### config.mk
export PLATFORM = sky130hd
export DESIGN_NAME = write_entry_ring_offset_lookup_unit
export DESIGN_NICKNAME = d
export VERILOG_FILES = /design/src/hw/rtl/werol_pkg.sv /design/src/hw/rtl/werol_ram.sv /design/src/hw/rtl/werol_ctrl.sv /design/src/hw/rtl/write_entry_ring_offset_lookup_unit.sv
export SDC_FILE = /design/constraint.sdc
export NUM_CORES = 1
export LEC_CHECK = 0
export BUFFER_PORTS_ARGS = -buffer_cell sky130_fd_sc_hd__buf_2
export CORE_MARGIN = 4
export CORE_UTILIZATION = 25
export CTS_CLUSTER_DIAMETER = 30
export DETAILED_ROUTE_END_ITERATION = 8
export PLACE_DENSITY = 0.39
export SETUP_SLACK_MARGIN = 0.2
export SLEW_MARGIN = 20
export SYNTH_ARGS = -nofsm -noshare
export SYNTH_HDL_FRONTEND = slang
export SYNTH_HIERARCHICAL = 1
export SYNTH_SLANG_ARGS = --single-unit
### constraint.sdc
create_clock -name i_clk -period 5.7 [get_ports i_clk]
set_input_delay 0.57 -clock i_clk [delete_from_list [all_inputs] [get_ports i_clk]]
set_output_delay 0.57 -clock i_clk [all_outputs]
set_load 0.02 [all_outputs]
### src/hw/rtl/werol_pkg.sv
// shared types, sizes and helpers of the write entry ring offset lookup unit
`timescale 1ns / 1ps

package werol_pkg;

    // ring geometry
    localparam int DEPTH  = 16;
    localparam int ADDR_W = (DEPTH > 1) ? $clog2(DEPTH) : 1;
    localparam int CNT_W  = $clog2(DEPTH + 1);

    // field widths
    localparam int HANDLE_W = 32;
    localparam int SIZE_W   = 16;
    localparam int OFFS_W   = 32;
    localparam int SLOT_W   = 6;
    localparam int ENTRY_W  = HANDLE_W + SIZE_W;
    localparam int SUM_W    = SIZE_W + CNT_W;
    localparam int CMP_W    = OFFS_W + 1;

    // stream widths
    localparam int S_TDATA_W = 80;
    localparam int M_TDATA_W = 104;

    // item kinds
    localparam logic ACT_ADD  = 1'b0;
    localparam logic ACT_FIND = 1'b1;

    typedef enum logic [1:0] {
        ST_IDLE,
        ST_ADD,
        ST_FIND
    } t_state;

    // result item, last field in the lowest bits
    typedef struct packed {
        logic [SIZE_W-1:0]   evicted_size;
        logic [HANDLE_W-1:0] evicted_handle;
        logic                evicted;
        logic [SIZE_W-1:0]   byte_in_entry;
        logic [HANDLE_W-1:0] found_handle;
        logic [SLOT_W-1:0]   found_slot;
        logic                found;
    } t_result;

    // slot memory access from the sequencer
    typedef struct packed {
        logic               rd_en;
        logic [ADDR_W-1:0]  rd_addr;
        logic               wr_en;
        logic [ADDR_W-1:0]  wr_addr;
        logic [ENTRY_W-1:0] wr_data;
    } t_mem_req;

    // ring position step with wrap at the last slot
    function automatic logic [ADDR_W-1:0] next_pos(input logic [ADDR_W-1:0] p);
        logic [ADDR_W-1:0] r;
        if (p == ADDR_W'(DEPTH - 1)) begin
            r = '0;
        end else begin
            r = p + ADDR_W'(1);
        end
        return r;
    endfunction

endpackage

### src/hw/rtl/werol_ram.sv
// single write port, single registered read port slot memory
`timescale 1ns / 1ps

module werol_ram #(
    parameter int WIDTH  = 48,
    parameter int DEPTH  = 16,
    parameter int ADDR_W = 4
) (
    input  logic              i_clk,
    input  logic              i_rd_en,
    input  logic [ADDR_W-1:0] i_rd_addr,
    output logic [WIDTH-1:0]  o_rd_data,
    input  logic              i_wr_en,
    input  logic [ADDR_W-1:0] i_wr_addr,
    input  logic [WIDTH-1:0]  i_wr_data
);

    logic [WIDTH-1:0] r_mem [DEPTH];
    logic [WIDTH-1:0] r_rd_data;

    always_ff @(posedge i_clk) begin
        if (i_wr_en) begin
            r_mem[i_wr_addr] <= i_wr_data;
        end
    end

    always_ff @(posedge i_clk) begin
        if (i_rd_en) begin
            r_rd_data <= r_mem[i_rd_addr];
        end
    end

    assign o_rd_data = r_rd_data;

endmodule

### src/hw/rtl/werol_ctrl.sv
// sequencer: ring pointers, add read-modify-write and the find walk
`timescale 1ns / 1ps

module werol_ctrl (
    input  logic                         i_clk,
    input  logic                         i_rst_n,
    input  logic                         i_in_valid,
    output logic                         o_in_ready,
    input  logic                         i_action,
    input  logic [werol_pkg::HANDLE_W-1:0] i_handle,
    input  logic [werol_pkg::SIZE_W-1:0]   i_size,
    input  logic [werol_pkg::OFFS_W-1:0]   i_offset,
    output werol_pkg::t_mem_req          o_mem,
    input  logic [werol_pkg::ENTRY_W-1:0]  i_rd_data,
    output logic                         o_res_valid,
    output werol_pkg::t_result           o_res,
    input  logic                         i_res_ready
);

    import werol_pkg::*;

    t_state r_state, n_state;

    logic [ADDR_W-1:0]   r_wp, n_wp;
    logic [ADDR_W-1:0]   r_rp, n_rp;
    logic                r_full, n_full;
    logic [ADDR_W-1:0]   r_idx, n_idx;
    logic [CNT_W-1:0]    r_cnt, n_cnt;
    logic [SUM_W-1:0]    r_sum, n_sum;
    logic [HANDLE_W-1:0] r_handle;
    logic [SIZE_W-1:0]   r_size;
    logic [OFFS_W-1:0]   r_offset;

    logic [HANDLE_W-1:0] w_rd_handle;
    logic [SIZE_W-1:0]   w_rd_size;
    logic [CMP_W-1:0]    w_sum_ext;
    logic                w_walk_end;
    logic                w_no_entry;
    logic                w_hit;
    logic                w_accept;

    assign w_rd_handle = i_rd_data[ENTRY_W-1:SIZE_W];
    assign w_rd_size   = i_rd_data[SIZE_W-1:0];
    assign w_sum_ext   = CMP_W'(r_sum) + CMP_W'(w_rd_size);
    assign w_walk_end  = (r_cnt == CNT_W'(DEPTH)) || (!r_full && (r_idx == r_wp));
    assign w_no_entry  = w_walk_end || (w_rd_handle == '0);
    assign w_hit       = !w_no_entry && (CMP_W'(r_offset) < w_sum_ext);
    assign w_accept    = i_in_valid && o_in_ready;

    // next state
    always_comb begin
        n_state = r_state;
        case (r_state)
            ST_IDLE: begin
                if (i_in_valid) begin
                    n_state = (i_action == ACT_ADD) ? ST_ADD : ST_FIND;
                end
            end
            ST_ADD: begin
                if (i_res_ready) begin
                    n_state = ST_IDLE;
                end
            end
            ST_FIND: begin
                if ((w_no_entry || w_hit) && i_res_ready) begin
                    n_state = ST_IDLE;
                end
            end
            default: begin
                n_state = ST_IDLE;
            end
        endcase
    end

    // outputs and datapath
    always_comb begin
        o_in_ready    = 1'b0;
        o_mem         = '0;
        o_res_valid   = 1'b0;
        o_res         = '0;
        n_wp          = r_wp;
        n_rp          = r_rp;
        n_full        = r_full;
        n_idx         = r_idx;
        n_cnt         = r_cnt;
        n_sum         = r_sum;
        case (r_state)
            ST_IDLE: begin
                o_in_ready    = 1'b1;
                o_mem.rd_en   = i_in_valid;
                o_mem.rd_addr = (i_action == ACT_ADD) ? r_wp : r_rp;
                n_idx         = r_rp;
                n_cnt         = '0;
                n_sum         = '0;
            end
            ST_ADD: begin
                o_res_valid = 1'b1;
                if (r_full) begin
                    o_res.evicted        = 1'b1;
                    o_res.evicted_handle = w_rd_handle;
                    o_res.evicted_size   = w_rd_size;
                end
                if (i_res_ready) begin
                    o_mem.wr_en   = 1'b1;
                    o_mem.wr_addr = r_wp;
                    o_mem.wr_data = {r_handle, r_size};
                    n_wp          = next_pos(r_wp);
                    if (r_full) begin
                        n_rp = next_pos(r_rp);
                    end
                    if (next_pos(r_wp) == (r_full ? next_pos(r_rp) : r_rp)) begin
                        n_full = 1'b1;
                    end
                end
            end
            ST_FIND: begin
                if (w_no_entry || w_hit) begin
                    o_res_valid = 1'b1;
                    if (w_hit) begin
                        o_res.found         = 1'b1;
                        o_res.found_slot    = SLOT_W'(r_idx);
                        o_res.found_handle  = w_rd_handle;
                        o_res.byte_in_entry = SIZE_W'(r_offset - OFFS_W'(r_sum));
                    end
                end else begin
                    // fetch the next slot while this one is added up
                    o_mem.rd_en   = 1'b1;
                    o_mem.rd_addr = next_pos(r_idx);
                    n_idx         = next_pos(r_idx);
                    n_cnt         = r_cnt + CNT_W'(1);
                    n_sum         = SUM_W'(w_sum_ext);
                end
            end
            default: begin
                o_in_ready = 1'b0;
            end
        endcase
    end

    always_ff @(posedge i_clk) begin
        if (!i_rst_n) begin
            r_state <= ST_IDLE;
            r_wp    <= '0;
            r_rp    <= '0;
            r_full  <= 1'b0;
            r_idx   <= '0;
            r_cnt   <= '0;
            r_sum   <= '0;
        end else begin
            r_state <= n_state;
            r_wp    <= n_wp;
            r_rp    <= n_rp;
            r_full  <= n_full;
            r_idx   <= n_idx;
            r_cnt   <= n_cnt;
            r_sum   <= n_sum;
        end
    end

    always_ff @(posedge i_clk) begin
        if (w_accept) begin
            r_handle <= i_handle;
            r_size   <= i_size;
            r_offset <= i_offset;
        end
    end

`ifndef ASSERT_OFF
    a_full_ptrs: assert property (@(posedge i_clk) disable iff (!i_rst_n)
        r_full |-> (r_wp == r_rp))
        else $error("ring full but write and read positions differ");

    a_walk_bound: assert property (@(posedge i_clk) disable iff (!i_rst_n)
        (r_state == ST_FIND) |-> (r_cnt <= CNT_W'(DEPTH)))
        else $error("find walk passed the ring depth");

    a_write_with_result: assert property (@(posedge i_clk) disable iff (!i_rst_n)
        o_mem.wr_en |-> (o_res_valid && i_res_ready && (r_state == ST_ADD)))
        else $error("slot written without an add result being passed on");

    a_leave_idle: assert property (@(posedge i_clk) disable iff (!i_rst_n)
        w_accept |=> (r_state != ST_IDLE))
        else $error("accepted item did not start work");

    a_no_rw_clash: assert property (@(posedge i_clk) disable iff (!i_rst_n)
        !(o_mem.wr_en && o_mem.rd_en))
        else $error("slot read and write in the same cycle");
`endif

endmodule

### src/hw/rtl/write_entry_ring_offset_lookup_unit.sv
// top level of the write entry ring offset lookup unit
`timescale 1ns / 1ps

// ring of DEPTH slots (handle and byte size) with overwrite of the oldest slot
// input stream s_axis: tuser carries the action (add or find), tdata the entry
//   handle, entry byte count and lookup offset; one result transfer per input
// output stream m_axis: tdata carries the find fields and the eviction fields,
//   the fields of the other action read as zero
// an add reads the slot at the write position in its input transfer cycle; in
//   the add state it passes its result to the output register and writes the
//   slot in the same cycle, then returns to idle for the next input transfer
// a find walks the slots from the read position, adding up their byte sizes,
//   until the offset falls in a slot or the walk ends (write position reached,
//   all DEPTH slots summed or an empty handle), then passes its result to the
//   output register; the walk reads one slot a cycle from the single read port
//   of the slot memory, which sets the rate
// items are worked one at a time; s_axis_tready is high whenever the sequencer
//   is idle, even while a result still waits in the output register
// a stalled m_axis holds the finished result in the sequencer, nothing is lost
// reset clears the ring positions and the full flag; slot contents are left
//   as they are and a slot not yet written never reaches a result

module write_entry_ring_offset_lookup_unit (
    input  logic                              i_clk,
    input  logic                              i_rst_n,
    input  logic                              s_axis_tvalid,
    output logic                              s_axis_tready,
    // entry_handle[31:0], entry_bytes[47:32], lookup_offset[79:48]
    input  logic [werol_pkg::S_TDATA_W-1:0]   s_axis_tdata,
    // action[0]
    input  logic                              s_axis_tuser,
    output logic                              m_axis_tvalid,
    input  logic                              m_axis_tready,
    // found[0], found_slot[6:1], found_handle[38:7], byte_in_entry[54:39],
    // evicted[55], evicted_handle[87:56], evicted_size[103:88]
    output logic [werol_pkg::M_TDATA_W-1:0]   m_axis_tdata
);

    import werol_pkg::*;

    t_mem_req            w_mem;
    logic [ENTRY_W-1:0]  w_rd_data;
    logic                w_res_valid;
    logic                w_res_ready;
    t_result             w_res;

    logic                r_m_valid;
    t_result             r_m_data;

    // result register frees up when empty or being taken this cycle
    assign w_res_ready = !r_m_valid || m_axis_tready;

    werol_ctrl u_ctrl (
        .i_clk       (i_clk),
        .i_rst_n     (i_rst_n),
        .i_in_valid  (s_axis_tvalid),
        .o_in_ready  (s_axis_tready),
        .i_action    (s_axis_tuser),
        .i_handle    (s_axis_tdata[31:0]),
        .i_size      (s_axis_tdata[47:32]),
        .i_offset    (s_axis_tdata[79:48]),
        .o_mem       (w_mem),
        .i_rd_data   (w_rd_data),
        .o_res_valid (w_res_valid),
        .o_res       (w_res),
        .i_res_ready (w_res_ready)
    );

    // slot store: handle in the upper bits, size in the lower bits
    werol_ram #(
        .WIDTH  (ENTRY_W),
        .DEPTH  (DEPTH),
        .ADDR_W (ADDR_W)
    ) u_ram (
        .i_clk     (i_clk),
        .i_rd_en   (w_mem.rd_en),
        .i_rd_addr (w_mem.rd_addr),
        .o_rd_data (w_rd_data),
        .i_wr_en   (w_mem.wr_en),
        .i_wr_addr (w_mem.wr_addr),
        .i_wr_data (w_mem.wr_data)
    );

    // output register
    always_ff @(posedge i_clk) begin
        if (!i_rst_n) begin
            r_m_valid <= 1'b0;
        end else if (w_res_valid && w_res_ready) begin
            r_m_valid <= 1'b1;
        end else if (m_axis_tready) begin
            r_m_valid <= 1'b0;
        end
    end

    always_ff @(posedge i_clk) begin
        if (w_res_valid && w_res_ready) begin
            r_m_data <= w_res;
        end
    end

    assign m_axis_tvalid = r_m_valid;
    assign m_axis_tdata  = M_TDATA_W'(r_m_data);

endmodule
==> impl_metrics.toml <==
[hold_path]
hp-class = "primary input to register"
whs_path_depth = 3
min_from = "s_axis_tuser"
min_to = "u_ctrl/r_state[1]"

[timing]
finalMaxSlewViolations = 0
skew_ps = 87.9
relSlewSlack_pct = 31.5
period_share_pct = 101
rsz0062_at_grt = "true"
period_minus_slack_ps = 5750
tightestPinTransition_ps = 1020
final_hold_viol_count = 0
timing.fmax_mhz = 174
layout_setup_ws_ps = -50.2
setup_viol = 20

[place]
portBuffers = 190
dp_hpwl_mm = 70.5
placed_cell_area_um2 = 46200
gp_congestion = 0.746

[route]
ant_nets = 0
firstDrtPassIters = 7
wire_per_inst_um = 24.7
drt-initial-drc-count = 1761
drt-total-wl_mm = 128
via_per_inst = 4.54
drc = 0
vias = 23500

[worst_setup_path]
crit_type = "register to register"
worstRegToRegCells = 24
endpoint_kind = "register"
cp-start-kind = "register"
timing.rr.end = "u_ram/o_rd_data[20]"
reg2reg_slack_ps = -50
arrival_ps = 6350
crit_start = "u_ram/o_rd_data[3]"
path_max_fanout = 22
regToRegStartpoint = "u_ram/o_rd_data[3]"
critPathRequiredTime_ps = 6300

[grt]
use_met3_pct = 3.04
grt_pass1_wl_mm = 180
globalRoute.busiestLayer = "met2"
overflow = 0
grt_pass1_vias = 25000
globalRouteTotalUtil_pct = 14.7
met1_usage_pct = 19.9
grt_max_degree = 61
grtUsageMet2_pct = 23.7
antenna_found_initial = 9

[clocking]
cts_max_path_buffers = 4
clkSinkCount = 1042
cts-htree-levels = 5
insertion_delay_ps = 890
cts_tree = "built"
path_clk_slew_ps = 50
cts-root-buf = "clkbuf_16"
numCtsBuffers = 281

[run]
maxCapViolCount = 0

[finish]
fin_area_um2 = 57700
seqCellArea_um2 = 30900
fin_nets = 2961
utilization_pct = 35.3
drive_gt1_share_pct = 38.3
multi_input_area_um2 = 10200
fillCellCount = 15200
area.growth.synth_to_final_pct = 40.2
antenna_cells = 0

[synth]
async_reset_ff_share_pct = 0
yosysWarningCount = 6
ys.flop_type = "edfxtp_1"
synth_cell_types = 74
syn_avg_cell_area_um2 = 19.0
synth-seq-cells = 1042
synth_edf_count = 1000
synth.cell_area_um2 = 41100
seq_area_frac_synth_pct = 75.1
synth_cells = 2166

[pwr]
vdd_drop_max_mv = 0.349
design_power_total_mw = 26.1
power_density_nw_per_um2 = 452
p_leak_nw = 20.1

[run_status]
violations = "negative setup slack"
status = "finished with violations"

[floorplan]
initial_core_util_pct = 25.2
die_h_um = 414
io_pins = 191
rows = 148
coreArea_um2 = 163000
die_x_um = 414
dieArea_um2 = 171000
[metrics by stage]
step	setup slack (ps)	TNS [ps]	cells	hold WS, ps
2_1_floorplan	258	0	2167	458
3_3_place_gp	-271	-6870	4573	469
3_5_place_dp	-334	-10170	4573	488
4_1_cts	8.36	0	5166	14.7
5_1_grt	-292	-11660	5178	47.7
6_report	-50.2	-464	5178	97.4
[synthesized netlist by cell type, drive strengths merged (10+ instances only)]
library cell     n  area (um^2)
edfxtp        1000        30000
mux4           192         4320
and3           105          657
a22oi           96          721
nand2           80          305
nor2            69          259
ha              60          751
clkbuf          59          221
buf             56          368
a21oi           49          249
and2            49          309
dfxtp           42          841
inv             39          146
o21ai           31          155
nand3           27          153
xor2            23          201
xnor2           19          166
a31oi           15         93.8
nor3            15         75.1
nand4           12         90.1
nor4            11         68.8
nand2b          10         70.1
o21a            10         75.1
[where the power goes]
group / total [mW] / switching (mW) / internal [mW]
Sequential: 8.92 / 0.191 / 8.73
Combinational: 2.10 / 1.13 / 0.973
Clock: 15.0 / 4.44 / 10.6
Total: 26.1 / 5.76 / 20.3
[worst max-delay path: stages, from the launching register on]
cell and delay (ps):
edfxtp_1 510, ha_4 330, o211ai_1 90, o211ai_1 300, a31o_2 270, nor4_4 60
buf_4 150, o311ai_4 290, buf_6 150, nand4_1 110, ha_1 350, a211oi_2 190
nand4_1 180, or3_4 440, or4_4 470, buf_6 150, nand4_4 100, buf_12 120
o22ai_4 70, buf_12 180, buf_12 180, buf_12 180, mux4_2 310, a22oi_2 200
nand2_1 70
[flip-flops by register name (all words and copies together) (netlist names)]
| signal | flops |
|---|---|
| u_ram/r_mem | 768 |
| u_ctrl/r_offset | 32 |
| u_ctrl/r_idx | 4 |
| u_ctrl/r_handle | 32 |
| u_ctrl/r_size | 16 |
| u_ctrl/r_cnt | 5 |
| u_ram/o_rd_data | 48 |
| m_axis_tvalid | 1 |
| u_ctrl/r_wp | 4 |
| m_axis_tdata | 104 |
| u_ctrl/r_state | 2 |
| u_ctrl/r_sum | 21 |
| u_ctrl/r_rp | 4 |
| u_ctrl/r_full | 1 |
[layout by cell type (no fill, tap or decap), drive strengths merged, types with 4 or more instances in the layout]
master       netlist  routed
nor3              15      15
xor2              23      23
dfxtp             42      42
ha                60      60
or4                4       4
o21ai             31      31
nor3b              4       4
mux4             192     192
nor4              11      11
bufinv             0      35
dlygate4sd3        0      80
nand3             27      27
nand2b            10      10
nand4             12      12
clkbuf            59     322
mux2i              7       7
o21a              10      10
a22oi             96      96
a21o               7       7
nor2              69      69
and2              49      49
a31oi             15      15
a21oi             49      49
and3             105     105
buf               56     392
edfxtp          1000    1000
nor2b              8       8
o22ai              5       5
xnor2             19      19
or3                7       7
nand2             80      80
clkinvlp           0      22
nand3b             6       6
clkinv             1      89
o211ai             5       5
inv               39      50
or2                7       7
[cell families (layout without fill, tap and decap cells)]
| family | Yosys count | after routing | synth area share [%] |
|---|---|---|---|
| XOR/XNOR | 42 | 42 | 0.895 |
| multiplexers | 200 | 200 | 10.7 |
| other | 1 | 2 | 0.00912 |
| buffers and inverters | 155 | 991 | 1.80 |
| AO/OA/AOI/OAI | 247 | 247 | 4.09 |
| flip-flops | 1042 | 1042 | 75.1 |
| AND/OR/NAND/NOR | 417 | 417 | 5.50 |
| adder cells (fa/ha/maj) | 62 | 62 | 1.92 |
[routing by layer]
layer / vias to the layer above / wire length, um
met1: 12400 / 56700
met5: - / 0
met2: 714 / 60900
met4: 0 / 3310
li1: 10200 / -
met3: 237 / 7070
[timing repair]
item                       in CTS  in global routing
setup endpoints to repair     104                153
hold buffers                   80                  0
pin swaps                      47                 28
cloned                         15                  6
buffers inserted               26                  5
gates resized for setup        69                 86
hold endpoints to repair       80                  0
[area by class of cell]
type	instances	share of cell area, %
sequential	1042	53.5
clock buffer	316	12.6
inverter	40	0.265
clock inverter	156	3.06
timing repair buffer	479	8.10
tap	2175	4.72
multi-input combinational	970	17.7
[worst max-delay path by stage]
stage	slack, ps	end
floorplan	260	u_ram/o_rd_data[0]
global placement	-270	u_ram/o_rd_data[2]
detailed placement	-330	u_ram/o_rd_data[4]
CTS	8	u_ram/o_rd_data[2]
global route	-290	u_ram/o_rd_data[17]
finish	-50	u_ram/o_rd_data[20]
No activity file was read; power rests on OpenSTA's default activity.
